`config.mk`:
```
export PLATFORM = sky130hd
export DESIGN_NAME = sntp_response_check_offset
export DESIGN_NICKNAME = d
export VERILOG_FILES = /design/src/rtl/sntp_chk_pkg.sv /design/src/rtl/sntp_response_check_offset.sv
export SDC_FILE = /design/constraint.sdc
export NUM_CORES = 1
export LEC_CHECK = 0
export BUFFER_PORTS_ARGS = -buffer_cell sky130_fd_sc_hd__buf_2
export CORE_ASPECT_RATIO = 1.4
export CORE_MARGIN = 2
export CORE_UTILIZATION = 59
export CTS_CLUSTER_SIZE = 40
export DETAILED_ROUTE_END_ITERATION = 10
export PLACE_DENSITY = 0.86
export SYNTH_ARGS = -nofsm -noshare
export SYNTH_HDL_FRONTEND = slang
export SYNTH_SLANG_ARGS = --single-unit
```
`constraint.sdc`:
```
create_clock -name clk -period 45.2 [get_ports clk]
set_clock_uncertainty 0.1 [all_clocks]
set_input_delay 13.56 -clock clk [delete_from_list [all_inputs] [get_ports clk]]
set_output_delay 13.56 -clock clk [all_outputs]
set_load 0.01 [all_outputs]
```
`src/rtl/sntp_chk_pkg.sv`:
```
`timescale 1ns / 1ps
// shared constants, status codes and stream widths for the sntp response checker
// no dependencies
package sntp_chk_pkg;

  // minimum length of an sntp header in bytes
  localparam logic [10:0] MIN_PACKET_BYTES = 11'd48;

  localparam logic [2:0]  MODE_SERVER = 3'd4;
  localparam logic [7:0]  KOD_STRATUM = 8'd0;
  localparam logic [31:0] KISS_DENY   = 32'h4445_4e59;
  localparam logic [31:0] KISS_RSTR   = 32'h5253_5452;
  localparam logic [31:0] KISS_RATE   = 32'h5241_5445;

  localparam int IN_TDATA_W  = 320;
  localparam int OUT_TDATA_W = 136;

  typedef enum logic [2:0] {
    ST_OK      = 3'd0,
    ST_SHORT   = 3'd1,
    ST_INVALID = 3'd2,
    ST_CHANGE  = 3'd3,
    ST_BACKOFF = 3'd4,
    ST_OTHER   = 3'd5
  } status_t;

endpackage

```
`src/rtl/sntp_response_check_offset.sv`:
```
`timescale 1ns / 1ps
// sntp v4 response checker and clock offset computation, three register stages
// depends on sntp_chk_pkg
//
// usage:
//   one request on the slave stream carries a whole unpacked sntp response header
//   plus the received length, the client's request timestamp and the client's
//   receive seconds. each request gives exactly one result on the master stream:
//   a status, the kiss code, the server time, the leap bits and the clock offset.
//   checks run in order: length, mode, origin timestamp, stratum (kiss-of-death).
// stages: three register stages in order, the first one loading at the accepting edge
//   (stage 1 checks and raw second differences, stage 2 era fix and sum,
//   stage 3 halving, saturation and the output register)
// throughput: one request per cycle while the output is not stalled; all three stages advance together
// reset: rst clears the valid bits of all stages; nothing is in flight afterwards
// stall: when the result is held by m_axis_tready low, the whole pipeline freezes
//   and s_axis_tready drops; bubbles inside the pipeline are not squeezed out,
//   a pipeline step only happens when the output register is empty or being taken
module sntp_response_check_offset (
  input  logic                                  clk,
  input  logic                                  rst,
  input  logic                                  s_axis_tvalid,
  output logic                                  s_axis_tready,
  // packet_length[10:0], first_byte[18:11], stratum[26:19], reference_id[58:27],
  // origin_time[122:59], server_receive_seconds[154:123],
  // server_transmit_time[218:155], request_time[282:219],
  // client_receive_seconds[314:283], zero fill [319:315]
  input  logic [sntp_chk_pkg::IN_TDATA_W-1:0]   s_axis_tdata,
  output logic                                  m_axis_tvalid,
  input  logic                                  m_axis_tready,
  // status[2:0], kiss_code[34:3], server_time[98:35], leap_info[100:99],
  // clock_offset[132:101], zero fill [135:133]
  output logic [sntp_chk_pkg::OUT_TDATA_W-1:0]  m_axis_tdata
);

  // input field unpacking
  logic [10:0] packet_length;
  logic [7:0]  first_byte;
  logic [7:0]  stratum;
  logic [31:0] reference_id;
  logic [63:0] origin_time;
  logic [31:0] server_receive_seconds;
  logic [63:0] server_transmit_time;
  logic [63:0] request_time;
  logic [31:0] client_receive_seconds;

  assign packet_length          = s_axis_tdata[10:0];
  assign first_byte             = s_axis_tdata[18:11];
  assign stratum                = s_axis_tdata[26:19];
  assign reference_id           = s_axis_tdata[58:27];
  assign origin_time            = s_axis_tdata[122:59];
  assign server_receive_seconds = s_axis_tdata[154:123];
  assign server_transmit_time   = s_axis_tdata[218:155];
  assign request_time           = s_axis_tdata[282:219];
  assign client_receive_seconds = s_axis_tdata[314:283];

  // pipeline advance: output empty or being taken
  logic advance;
  assign advance       = !m_axis_tvalid || m_axis_tready;
  assign s_axis_tready = advance;

  // stage 1: checks, status and raw 33-bit second differences
  sntp_chk_pkg::status_t st1_status;
  logic [31:0]           st1_kiss;
  logic signed [32:0]    st1_d_rx;
  logic signed [32:0]    st1_d_tx;

  always_comb begin
    st1_kiss = 32'd0;
    if (packet_length < sntp_chk_pkg::MIN_PACKET_BYTES) begin
      st1_status = sntp_chk_pkg::ST_SHORT;
    end else if (first_byte[2:0] != sntp_chk_pkg::MODE_SERVER) begin
      st1_status = sntp_chk_pkg::ST_INVALID;
    end else if (origin_time != request_time) begin
      st1_status = sntp_chk_pkg::ST_INVALID;
    end else if (stratum == sntp_chk_pkg::KOD_STRATUM) begin
      st1_kiss = reference_id;
      if (reference_id == sntp_chk_pkg::KISS_DENY ||
          reference_id == sntp_chk_pkg::KISS_RSTR) begin
        st1_status = sntp_chk_pkg::ST_CHANGE;
      end else if (reference_id == sntp_chk_pkg::KISS_RATE) begin
        st1_status = sntp_chk_pkg::ST_BACKOFF;
      end else begin
        st1_status = sntp_chk_pkg::ST_OTHER;
      end
    end else begin
      st1_status = sntp_chk_pkg::ST_OK;
    end
  end

  // t2 - t1 and t3 - t4, seconds only
  assign st1_d_rx = $signed({1'b0, server_receive_seconds}) -
                    $signed({1'b0, request_time[63:32]});
  assign st1_d_tx = $signed({1'b0, server_transmit_time[63:32]}) -
                    $signed({1'b0, client_receive_seconds});

  logic                  v1;
  sntp_chk_pkg::status_t s1_status;
  logic [31:0]           s1_kiss;
  logic [63:0]           s1_stime;
  logic [1:0]            s1_leap;
  logic signed [32:0]    s1_d_rx;
  logic signed [32:0]    s1_d_tx;

  always_ff @(posedge clk) begin
    if (rst) begin
      v1 <= 1'b0;
    end else if (advance) begin
      v1 <= s_axis_tvalid;
    end
  end

  always_ff @(posedge clk) begin
    if (advance) begin
      s1_status <= st1_status;
      s1_kiss   <= st1_kiss;
      s1_stime  <= (st1_status == sntp_chk_pkg::ST_OK) ? server_transmit_time : 64'd0;
      s1_leap   <= (st1_status == sntp_chk_pkg::ST_OK) ? first_byte[7:6] : 2'd0;
      s1_d_rx   <= st1_d_rx;
      s1_d_tx   <= st1_d_tx;
    end
  end

  // stage 2: era resolution of each difference, then the sum
  // the wrapped 32-bit value is the nearest era; only the half-era tie needs care:
  // a plain +2^31 stays, a plain -2^31 becomes 2^31 - 1
  function automatic logic signed [32:0] era_fix(input logic signed [32:0] d);
    logic signed [32:0] r;
    if (d[31:0] == 32'h8000_0000) begin
      r = d[32] ? 33'sh0_7FFF_FFFF : 33'sh0_8000_0000;
    end else begin
      r = {d[31], d[31:0]};
    end
    return r;
  endfunction

  logic signed [32:0] st2_e_rx;
  logic signed [32:0] st2_e_tx;
  logic signed [33:0] st2_sum;

  assign st2_e_rx = era_fix(s1_d_rx);
  assign st2_e_tx = era_fix(s1_d_tx);
  assign st2_sum  = {st2_e_rx[32], st2_e_rx} + {st2_e_tx[32], st2_e_tx};

  logic                  v2;
  sntp_chk_pkg::status_t s2_status;
  logic [31:0]           s2_kiss;
  logic [63:0]           s2_stime;
  logic [1:0]            s2_leap;
  logic signed [33:0]    s2_sum;

  always_ff @(posedge clk) begin
    if (rst) begin
      v2 <= 1'b0;
    end else if (advance) begin
      v2 <= v1;
    end
  end

  always_ff @(posedge clk) begin
    if (advance) begin
      s2_status <= s1_status;
      s2_kiss   <= s1_kiss;
      s2_stime  <= s1_stime;
      s2_leap   <= s1_leap;
      s2_sum    <= st2_sum;
    end
  end

  // stage 3: halve toward zero, saturate the one overflow case (both +2^31)
  logic signed [33:0] st3_rounded;
  logic signed [33:0] st3_half;
  logic [31:0]        st3_offs;

  assign st3_rounded = s2_sum + {33'd0, s2_sum[33]};
  assign st3_half    = st3_rounded >>> 1;

  always_comb begin
    if (s2_status != sntp_chk_pkg::ST_OK) begin
      st3_offs = 32'd0;
    end else if (s2_sum == 34'sh1_0000_0000) begin
      st3_offs = 32'h7FFF_FFFF;
    end else begin
      st3_offs = st3_half[31:0];
    end
  end

  sntp_chk_pkg::status_t out_status;
  logic [31:0]           out_kiss;
  logic [63:0]           out_stime;
  logic [1:0]            out_leap;
  logic [31:0]           out_offs;

  always_ff @(posedge clk) begin
    if (rst) begin
      m_axis_tvalid <= 1'b0;
    end else if (advance) begin
      m_axis_tvalid <= v2;
    end
  end

  always_ff @(posedge clk) begin
    if (advance) begin
      out_status <= s2_status;
      out_kiss   <= s2_kiss;
      out_stime  <= s2_stime;
      out_leap   <= s2_leap;
      out_offs   <= st3_offs;
    end
  end

  assign m_axis_tdata = {3'd0, out_offs, out_leap, out_stime, out_kiss, out_status};

  // while stalled, the inner stages hold their valid bits
  a_stall_holds: assert property (@(posedge clk) disable iff (rst)
    !advance |=> $stable(v1) && $stable(v2))
    else $error("pipeline moved while stalled");

  // success fields are zero on every failing status
  a_fail_zero: assert property (@(posedge clk) disable iff (rst)
    (m_axis_tvalid && out_status != sntp_chk_pkg::ST_OK) |->
      (out_offs == 32'd0 && out_stime == 64'd0 && out_leap == 2'd0))
    else $error("success fields set on a failed response");

  // kiss code is only carried on kiss-of-death statuses
  a_kiss_zero: assert property (@(posedge clk) disable iff (rst)
    (m_axis_tvalid && (out_status == sntp_chk_pkg::ST_OK ||
                       out_status == sntp_chk_pkg::ST_SHORT ||
                       out_status == sntp_chk_pkg::ST_INVALID)) |->
      out_kiss == 32'd0)
    else $error("kiss code set without kiss-of-death");

  // offset never reaches the most negative value
  a_offs_range: assert property (@(posedge clk) disable iff (rst)
    m_axis_tvalid |-> out_offs != 32'h8000_0000)
    else $error("clock offset out of range");

endmodule
```
# Word level (Yosys, flattened, before mapping)
# Cells that the tools add are included.
[word_totals]
in_bits = 324
regBits = 438
output_inout_bits = 138
wordCells = 53
[op_classes]
n_bitwise = 1
add_sub_neg = 4
muxes = 11
n_eq_ne = 8
n_lt_le_gt_ge = 1
reduce_logical = 8
[op_table]
columns = ["cell", "n"]
rows = [
  ["== test 32 x 31 -> 1 bit, second input constant", 3],
  ["two-way mux 33 bit", 2],
  ["subtractor 32 x 32 -> 33 bit", 2],
  ["== test 32 bit, second input constant", 2],
  ["two-way mux 32 bit", 2],
  ["!= test 64 bit", 1],
  ["adder 33 x 33 -> 34 bit", 1],
  ["== test 34 bit, second input constant", 1],
  ["adder 33 x 1 -> 33 bit", 1],
  ["two-way mux 31 bit", 1],
  ["two-way mux 3 bit", 5],
  ["< comparator 11 x 6 -> 1 bit, second input constant", 1],
  ["logical NOT 8 bit", 1],
  ["OR reduction 4 bit", 1],
  ["logical NOT 3 bit", 1],
  ["!= test 3 bit, second input constant", 1],
  ["nonzero test 3 bit", 1],
  ["logical OR 1 bit", 2],
  ["OR reduction 2 bit", 1],
  ["logical NOT 1 bit", 1],
  ["two-way mux 1 bit", 1],
  ["inverter 1 bit", 1],
]

# Longest topological paths before layout
# Gate-level depths: netlist (run 1).
[logic_depth]
ltp_word = 8
ltp_mapped = 17
mapped_depth_nobuf = 16

# Least setup slack after synthesis (run 1)
# OpenSTA, ideal clock, no wires.
[synth_path]
path_type = "in2out"
start = "input port m_axis_tready"
end = "output port s_axis_tready"
slack_ns = 7.454
arrival_ns = 24.086
t_required_ns = 31.540
stages = 1
n_path_buf = 0
path_cell_list = "nand2b_1"
[synth_via]
elab_chain_cells = 1
[synth_rtl]
columns = ["element", "line", "text"]
rows = [
  ["from (decl)", "sntp_response_check_offset.sv:30", "input logic m_axis_tready,"],
  ["logical OR 1 bit", "sntp_response_check_offset.sv:59", "assign advance = !m_axis_tvalid || m_axis_tready;"],
  ["to (decl)", "sntp_response_check_offset.sv:23", "output logic s_axis_tready,"],
]
# Every way passes these cells.

# Final worst setup path (run 1)
# Ends and elaborated chain as after synthesis.

==> summary.txt, run 1 <==
Worst setup path
  • R2R setup slack: 40.23 ns
  • Worst R2R Start: s1_d_tx[0]$_DFFE_PP_
  • R2R depth: 14
  • Max incr delay on CP: 0.48 ns
  • Critical-path top delay cell: nand2b_4
  • WP data required: 31.54 ns
  • Most frequent CP cell: buf_2
  • Worst path arrival time: 14.42 ns
  • Setup crit start: m_axis_tready
  • Crit-path max FO: 43
  • CP Capture Point: s_axis_tready
  • Reg2reg end: s2_sum[33]$_DFFE_PP_
  • CP startpoint kind: primary input
  • Critical path cell sequence: buf_2 > nand2b_4 > buf_2
  • Critical path class: in2out
  • Crit end category: output port

Yosys
  • Synth top area share: 61.2%
  • Synth Flop Type: edfxtp_1
  • Synth unique cells: 64
  • Cell count after synthesis: 1689
  • Sequential area share after synthesis: 61.5%
  • Number of synthesis warnings: 0
  • Synth top cells by count: edfxtp_1, a21oi_1, xor2_1
  • Syn Std Cell Area: 21400 µm²
  • Count leader, synth: edfxtp_1
  • Mean Syn Cell Area: 12.6 µm²
  • Async S/R FF share, synth: 0%
  • Yosys top cell by area: edfxtp_1
  • Main area contributors after synthesis: edfxtp_1, ha_1, xor2_1, and2_1, xnor2_1
  • Synth Register Bits: 438
  • Post-synth EDFFs: 435

Finish
  • Final nets: 2561
  • Final Instance Area: 25400 µm²
  • Post-route insts no fill: 2636
  • P&R area growth vs syn: 18.7%
  • Share of cells above drive strength 1: 27.0%

Placed design
  • Placed Cells: 2557
  • DP HPWL: 40600 µm
  • Post-DP Area: 24000 µm²
  • I/O Buffers: 446
  • RD Place Congestion: 0.919

Floorplan
  • Core ar.: 35700 µm²
  • Core Rows: 82
  • Overall die width: 165 µm
  • Die ar.: 37700 µm²
  • Die H: 229 µm
  • Io pins: 462
  • Starting Density: 59.8%

Global routing
  • Vias in the first global route: 15200
  • First-pass GRT wire length: 79600 µm
  • Initial antenna violation count: 7
  • Total track usage: 27.9%
  • Grt ovf: 0
  • Largest net degree at the start of global routing: 186

Power
  • Pint: 797 µW
  • Clock Power Share: 30.5%
  • Net Sw Frac: 27.6%
  • Leak: 11.5 nW
  • Power Density: 43.4 nW/µm²
  • Comb power frac: 21.3%
  • Total Power: 1.10 mW
  • Worst VDD drop: 0.0378 mV
  • NetSw: 304 µW
  • Reg power frac: 48.3%

Timing
  • Min Hold Slack: 0.313 ns
  • Worst-Margin Slew: 1.32 ns
  • Min cycle time layout: 28.08 ns
  • Achievable Freq: 35.6 MHz
  • Hold Fails Final Rpt: 0
  • Setup Total Neg Slack: 0 ns
  • Final-report max-slew violation count: 0
  • Worst rel slew slack: 11.5%
  • Unrepaired setup endpoints after global routing: false
  • Crit share post-route: 62.1%
  • Final setup fails: 0

Clock network
  • CTS Root Cell: clkbuf_16
  • Post-CTS Setup Repair Bufs: 0
  • CTS tree: done
  • H-Tree Depth: 2
  • Clock-pin slew on the worst setup and hold paths: 0.07 ns
  • Post-cts resize count: 0
  • CTS Buf Count: 39
  • Clock Sinks: 438
  • Max Root-Sink Buffers: 3
  • Cts hold-fix bufs: 0
  • Clk Latency, worst-skew pair: 0.55 ns

Run status
  • Status: complete, no violations

Drt
  • Detailed Routing Iterations Pass 1: 5
  • Initial DRC count: 1136
  • Vias per inst: 5.61
  • DRC viols: 0
  • ANT nets after route: 0
  • Via Count: 14800
  • Avg WL per Cell: 20.0 µm
  • Final WL: 52800 µm

Hold path
  • Min-delay worst type: reg2reg

Run
  • Max-cap viol count: 0
==> per-stage QoR <==
step	worst slack [ns]	utilization [%]
floorplan	7.45	-
global route	17.03	71.0
CTS	17.09	71.0
global placement	17.13	67.3
detailed placement	17.09	67.3
finish	17.12	71.0
==> registers in the layout, summed over array words and instances (netlist names), 32 cells and up <==
| name | flops |
|---|---|
| s2_stime | 64 |
| s1_d_tx | 33 |
| out_offs | 32 |
| s2_kiss | 32 |
| s2_sum | 34 |
| out_stime | 64 |
| s1_stime | 64 |
| out_kiss | 32 |
| s1_kiss | 32 |
| s1_d_rx | 33 |
==> routing by layer <==
metal,GRT usage [%],wire length (µm),vias up
li1,-,-,7121
met1,29.1,17700,6876
met2,51.3,27700,659
met3,4.65,3720,142
met5,0,0,-
met4,17.1,3590,0
==> power by group through the flow <==
stage / clock (mW) / combinational (mW) / sequential [mW]
after detailed placement: 0 / 0.230 / 0.539
after global placement: 0 / 0.225 / 0.535
after global routing: 0.356 / 0.260 / 0.536
final: 0.336 / 0.234 / 0.531
after CTS: 0.340 / 0.233 / 0.531
after floorplan: 0 / 0.162 / 0.537
==> cell families (layout without fill, tap and decap cells) <==
| logic type | Yosys count | after routing | share of synthesized area, % |
|---|---|---|---|
| other | 1 | 10 | 0.0176 |
| XOR/XNOR | 179 | 179 | 7.34 |
| buffers and inverters | 142 | 618 | 2.61 |
| multiplexers | 2 | 2 | 0.0938 |
| AO/OA/AOI/OAI | 308 | 308 | 8.97 |
| AND/OR/NAND/NOR | 518 | 518 | 13.5 |
| adder cells (fa/ha/maj) | 101 | 101 | 6.02 |
| flip-flops | 438 | 438 | 61.5 |
==> worst max-delay path: cells and delay by family <==
family	cells	cell delay [ns]
buffers and inverters	2	0.36
AND/OR/NAND/NOR	1	0.48
==> how the worst min path moves through the flow <==
stage,startpoint,to,slack [ns],depth (start not counted)
floorplan,s2_kiss[0]$_DFFE_PP_,out_kiss[0]$_DFFE_PP_,0.30,0
global placement,s1_stime[18]$_SDFFCE_PP0P_,s2_stime[18]$_DFFE_PP_,0.30,0
detailed placement,s2_kiss[24]$_DFFE_PP_,out_kiss[24]$_DFFE_PP_,0.30,0
CTS,s2_kiss[4]$_DFFE_PP_,out_kiss[4]$_DFFE_PP_,0.31,0
global route,s2_stime[37]$_DFFE_PP_,out_stime[37]$_DFFE_PP_,0.32,0
finish,s1_kiss[17]$_SDFFCE_PP0P_,s2_kiss[17]$_DFFE_PP_,0.31,0
==> layout by cell type, fill, tap and decap left out, types with 10 or more instances in the layout <==
cell type  netlist  routed
nand4_1         37      37
inv_1           93      93
o21a_1          15      15
o211ai_1        10      10
and2_1         104     104
a21oi_1        125     125
clkbuf_16        0      40
ha_1            98      98
xor2_1         106     106
nor2_1          72      72
xnor2_1         73      73
nand2_1         79      79
a21o_1          39      39
edfxtp_1       435     435
nand2b_1        14      13
and3_1          20      20
o21ai_0         42      42
nor3_1          15      15
buf_2            1     446
clkinv_2         0      12
nand3_1         31      31
nor4_1          40      40
or2_2           65      65
a211oi_1        12      12
o21bai_1        12      12
nor2b_1         13      13
a31oi_1         10      10
==> layout make-up <==
cell class                      instances  area, µm²
Sequential cell                       438      13100
Fill cell                            2467      10400
Multi-Input combinational cell       1111       7690
Timing Repair Buffer                  453       2300
Clock buffer                           44       1020
Tap cell                              462        578
Inverter                               93        349
Clock inverter                         28        287
Antenna cell                            7       17.5
(Power assumes the default switching activity.)
==> inputs of run 2 (changes only) <==
--- a/config.mk
+++ b/config.mk
@@ -5,13 +5,14 @@
 export SDC_FILE = /design/constraint.sdc
 export NUM_CORES = 1
 export LEC_CHECK = 0
+export ABC_AREA = 1
 export BUFFER_PORTS_ARGS = -buffer_cell sky130_fd_sc_hd__buf_2
 export CORE_ASPECT_RATIO = 1.4
 export CORE_MARGIN = 2
-export CORE_UTILIZATION = 59
+export CORE_UTILIZATION = 56
 export CTS_CLUSTER_SIZE = 40
 export DETAILED_ROUTE_END_ITERATION = 10
-export PLACE_DENSITY = 0.86
+export PLACE_DENSITY = 0.81
 export SYNTH_ARGS = -nofsm -noshare
 export SYNTH_HDL_FRONTEND = slang
 export SYNTH_SLANG_ARGS = --single-unit
==> constraint.sdc (replaced) <==
create_clock -name clk -period 27.2 [get_ports clk]
set_clock_uncertainty 0.1 [all_clocks]
set_input_delay 8.16 -clock clk [delete_from_list [all_inputs] [get_ports clk]]
set_output_delay 8.16 -clock clk [all_outputs]
set_load 0.01 [all_outputs]
==> summary.txt, run 2 <==
Run status
  • Status: complete, no violations

Floorplan
  • Die H: 247 µm
  • Io pins: 462
  • Core Rows: 89
  • Die ar.: 44000 µm²
  • Starting Density: 56.5%
  • Core ar.: 42000 µm²
  • Overall die width: 178 µm

Yosys
  • Yosys top cell by area: edfxtp_1
  • Synth unique cells: 42
  • Synth top area share: 55.1%
  • Post-synth EDFFs: 435
  • Cell count after synthesis: 2556
  • Synth top cells by count: nand2_1, edfxtp_1, inv_1
  • Synth Flop Type: edfxtp_1
  • Async S/R FF share, synth: 0%
  • Number of synthesis warnings: 0
  • Main area contributors after synthesis: edfxtp_1, nand2_1, inv_1, ha_1, nor2_1
  • Synth Register Bits: 438
  • Mean Syn Cell Area: 9.28 µm²
  • Syn Std Cell Area: 23700 µm²
  • Sequential area share after synthesis: 55.3%
  • Count leader, synth: nand2_1

Drt
  • Via Count: 19600
  • Vias per inst: 5.42
  • DRC viols: 0
  • M1 WL: 23700 µm
  • ANT nets after route: 0
  • Final WL: 68600 µm
  • Metal3 WL: 3620 µm
  • Uppermost layer routed: met4
  • Metal2 WL: 36700 µm
  • Initial DRC count: 1357
  • Avg WL per Cell: 19.0 µm
  • Detailed Routing Iterations Pass 1: 6

Global routing
  • Vias in the first global route: 19200
  • Grt ovf: 0
  • First-pass GRT wire length: 101000 µm
  • Initial antenna violation count: 13
  • Total track usage: 30.3%
  • Largest net degree at the start of global routing: 133

Power
  • Power Density: 71.2 nW/µm²
  • Net Sw Frac: 31.8%
  • Leak: 13.7 nW
  • Comb power frac: 24.9%
  • NetSw: 634 µW
  • Pint: 1.36 mW
  • Reg power frac: 44.7%
  • Clock Power Share: 30.4%
  • Worst VDD drop: 0.0425 mV

Timing
  • Final-report max-slew violation count: 0
  • Crit share post-route: 65.1%
  • Achievable Freq: 56.4 MHz
  • Hold Fails Final Rpt: 0
  • Min cycle time layout: 17.72 ns
  • Worst rel slew slack: 15.1%
  • Final setup fails: 0
  • Unrepaired setup endpoints after global routing: false
  • Worst-Margin Slew: 1.27 ns
  • Setup Total Neg Slack: 0 ns
  • Min Hold Slack: 0.302 ns

Worst setup path
  • CP startpoint kind: primary input
  • WP data required: 18.94 ns
  • Critical path class: in2out
  • Crit-path max FO: 132
  • Crit end category: output port
  • Worst path arrival time: 9.46 ns

Finish
  • Top flop regs: out_stime: 64 flops, s1_stime: 64 flops, s2_stime: 64 flops
  • P&R area growth vs syn: 18.2%
  • Final Util: 66.8%
  • Most frequent cells in the layout: nand2_1, buf_2, edfxtp_1
  • Commonest non-fill, non-tap cell in the layout: nand2_1
  • Final nets: 3452
  • Share of cells above drive strength 1: 18.9%

Run
  • Max-cap viol count: 0

Clock network
  • Post-cts resize count: 0
  • Clk Latency, worst-skew pair: 0.56 ns
  • Clock Sinks: 438
  • CTS tree: done
  • Max Root-Sink Buffers: 3
  • CTS Root Cell: clkbuf_16
  • Post-CTS Setup Repair Bufs: 0
  • Cts hold-fix bufs: 0
  • Clock-pin slew on the worst setup and hold paths: 0.07 ns
  • H-Tree Depth: 2
  • CTS Buf Count: 41

Hold path
  • Min-delay worst type: reg2reg

Placed design
  • RD Place Congestion: 1.06
  • DP HPWL: 54700 µm
  • I/O Buffers: 446
## run 2: worst paths after layout
path	from	slack [ns]	cells past startpoint	end
max	m_axis_tready	9.48	4	s_axis_tready
min	s2_stime[5]$_DFFE_PP_	0.30	0	out_stime[5]$_DFFE_PP_
max reg2reg	m_axis_tvalid$_SDFFE_PP0P_	22.70	6	out_stime[57]$_DFFE_PP_
min reg2reg	s2_stime[5]$_DFFE_PP_	0.30	0	out_stime[5]$_DFFE_PP_
## run 2: cell families after synthesis
group,after synthesis,share of synthesized area (%)
buf+inv,446,7.26
xor+xnor,117,4.32
fa+ha+maj,101,5.42
simple gates,1124,20.3
other cells,1,0.0158
flops,438,55.3
compound gates,329,7.35
## run 2: final cells by class
cell class              instances  area (µm²)
well taps                     546         683
repair buffers                453        2280
fillers                      3286       13900
inverters                     419        1580
clock inverters                26         367
diodes                         15        37.5
flip-flops and latches        438       13100
multi-input cells            1674        8880
clock buffers                  48        1080
## run 2: metrics by stage
| step | power, mW | cell area, µm² | instances | setup WS (ns) |
|---|---|---|---|---|
| 2_1_floorplan | 1.22 | 23700 | 2558 | 2.23 |
| 3_3_place_gp | 1.38 | 26500 | 3530 | 9.60 |
| 3_5_place_dp | 1.39 | 26500 | 3530 | 9.48 |
| 4_1_cts | 2.00 | 28000 | 3604 | 9.48 |
| 5_1_grt | 2.09 | 28000 | 3617 | 9.41 |
| 6_report | 2.00 | 28000 | 3619 | 9.48 |
## run 2: power groups by stage
stage                     Clock (mW)  Combinational, mW  Sequential, mW
final                          0.608              0.496           0.892
after global routing           0.639              0.554           0.899
after CTS                      0.614              0.492           0.890
after detailed placement           0              0.488           0.903
after global placement             0              0.484           0.900
after floorplan                    0              0.326           0.896
## run 2: worst max-delay path: stages
cell and delay [ns]:
buf_2 0.09, nor2_1 0.43, inv_8 0.42, buf_2 0.29
## run 2: layer usage
| metal | up-vias | global-route usage (%) |
|---|---|---|
| li1 | 9490 | - |
| met3 | 209 | 3.92 |
| met2 | 805 | 57.4 |
| met5 | - | 0 |
| met1 | 9097 | 31.2 |
| met4 | 0 | 18.8 |
==> inputs of run 3 (changes only) <==
--- a/config.mk
+++ b/config.mk
@@ -5,14 +5,14 @@
 export SDC_FILE = /design/constraint.sdc
 export NUM_CORES = 1
 export LEC_CHECK = 0
-export ABC_AREA = 1
+export ABC_AREA = 0
 export BUFFER_PORTS_ARGS = -buffer_cell sky130_fd_sc_hd__buf_2
 export CORE_ASPECT_RATIO = 1.4
 export CORE_MARGIN = 2
-export CORE_UTILIZATION = 56
+export CORE_UTILIZATION = 50
 export CTS_CLUSTER_SIZE = 40
 export DETAILED_ROUTE_END_ITERATION = 10
-export PLACE_DENSITY = 0.81
+export PLACE_DENSITY = 0.77
 export SYNTH_ARGS = -nofsm -noshare
 export SYNTH_HDL_FRONTEND = slang
 export SYNTH_SLANG_ARGS = --single-unit
==> constraint.sdc (replaced) <==
create_clock -name clk -period 14.9 [get_ports clk]
set_clock_uncertainty 0.1 [all_clocks]
set_input_delay 4.47 -clock clk [delete_from_list [all_inputs] [get_ports clk]]
set_output_delay 4.47 -clock clk [all_outputs]
set_load 0.01 [all_outputs]
==> summary.txt, run 3 (synthesis results as in run 1) <==
Clock network
  • Clk Latency, worst-skew pair: 0.55 ns
  • Cts hold-fix bufs: 0
  • CTS tree: done
  • Post-CTS Setup Repair Bufs: 0
  • Clock-pin slew on the worst setup and hold paths: 0.06 ns
  • Post-cts resize count: 0
  • CTS Root Cell: clkbuf_16
  • CTS Buf Count: 40
  • H-Tree Depth: 2
  • Max Root-Sink Buffers: 3
  • Clock Sinks: 438

Drt
  • Initial DRC count: 900
  • DRC viols: 0
  • Detailed Routing Iterations Pass 1: 5
  • ANT nets after route: 0
  • Via Count: 14500
  • Final WL: 49000 µm
  • Vias per inst: 5.32
  • Avg WL per Cell: 18.0 µm

Worst setup path
  • Crit end category: output port
  • Crit-path max FO: 47
  • CP startpoint kind: primary input
  • R2R setup slack: 10.18 ns
  • Worst path arrival time: 5.38 ns
  • Critical path class: in2out
  • WP data required: 10.33 ns

Placed design
  • I/O Buffers: 446
  • DP HPWL: 38800 µm
  • Post-DP Area: 24100 µm²
  • Setup WS pre-CTS: 4.92 ns
  • RD Place Congestion: 1.00
  • Placed Cells: 2644

Finish
  • Final Util: 60.4%
  • Post-route insts no fill: 2722
  • FF/Latch Area: 13100 µm²
  • Commonest non-fill, non-tap cell in the layout: buf_2
  • Top flop regs: out_stime: 64 flops, s1_stime: 64 flops, s2_stime: 64 flops
  • Share of cells above drive strength 1: 27.2%
  • Multi-input gate area: 7690 µm²
  • Filler cells: 3349
  • P&R area growth vs syn: 19.4%
  • Most frequent cells in the layout: buf_2, edfxtp_1, a21oi_1
  • Final Instance Area: 25500 µm²
  • Final nets: 2565

Timing
  • Final setup fails: 0
  • Worst rel slew slack: 27.2%
  • Achievable Freq: 101 MHz
  • Setup Total Neg Slack: 0 ns
  • Final WS setup: 4.95 ns
  • Final-report max-slew violation count: 0
  • Crit share post-route: 66.8%
  • Worst-Margin Slew: 1.09 ns
  • Hold Fails Final Rpt: 0
  • Min cycle time layout: 9.95 ns
  • Unrepaired setup endpoints after global routing: false

Floorplan
  • Die ar.: 44400 µm²
  • Starting Density: 50.6%
  • Die H: 249 µm
  • Core Rows: 89
  • Core ar.: 42200 µm²
  • Io pins: 462
  • Overall die width: 179 µm

Global routing
  • Initial antenna violation count: 5
  • Largest net degree at the start of global routing: 94
  • First-pass GRT wire length: 75200 µm
  • Grt ovf: 0
  • Total track usage: 21.9%
  • Vias in the first global route: 14700

Power
  • Leak: 11.5 nW
  • Worst VDD drop: 0.0704 mV
  • Power Density: 131 nW/µm²

Run
  • Max-cap viol count: 0

Run status
  • Status: complete, no violations

Hold path
  • Min-delay worst type: reg2reg
-- run 3: cell types whose count changed in the layout (fill, tap and decap cells not counted), sizes merged, moves of 32 or more --
cell / previous run / this run
a21o: 6 / 39
a21oi: 157 / 125
and2: 3 / 104
inv: 420 / 101
nand2: 546 / 79
nand3: 85 / 31
nor2: 324 / 72
nor3: 56 / 17
o21ai: 132 / 45
or2: 7 / 65
xnor2: 30 / 73
-- run 3: final cells by class --
class	count	share of cell area, %
Sequential cell	438	51.5
Clock inverter	29	1.23
Tap cell	546	2.68
Clock buffer	45	4.00
Timing Repair Buffer	456	9.05
Multi-Input combinational cell	1111	30.2
Inverter	93	1.37
Antenna cell	4	0.0393
-- run 3: worst paths after layout --
check	cells past startpoint	end	startpoint
setup / recovery	3	s_axis_tready	m_axis_tready
hold reg to reg	0	out_stime[5]$_DFFE_PP_	s2_stime[5]$_DFFE_PP_
setup reg to reg	14	s2_sum[31]$_DFFE_PP_	s1_d_tx[0]$_DFFE_PP_
hold / removal	0	out_stime[5]$_DFFE_PP_	s2_stime[5]$_DFFE_PP_
-- run 3: critical path: stages --
cell	delay, ns
buf_2	0.08
nand2b_4	0.48
buf_2	0.32
-- run 3: power breakdown --
part           internal [mW]  switching [mW]
Combinational          0.314           0.386
Clock                  0.576           0.445
Sequential              1.52          0.0905
-- run 3: routing by layer --
metal	vias up	global-route usage, %	share of wire [%]
li1	7110	-	-
met1	6703	22.3	35
met2	545	42.1	54
met3	112	3.55	5.8
met4	2	10.6	4.9
met5	-	0	0.022
-- run 3: metrics by stage --
step	power [mW]	hold WS, ns
final	3.33	0.313
after global routing	3.51	0.316
after CTS	3.36	0.316
after detailed placement	2.33	0.305
after global placement	2.31	0.300
after floorplan	2.11	0.300
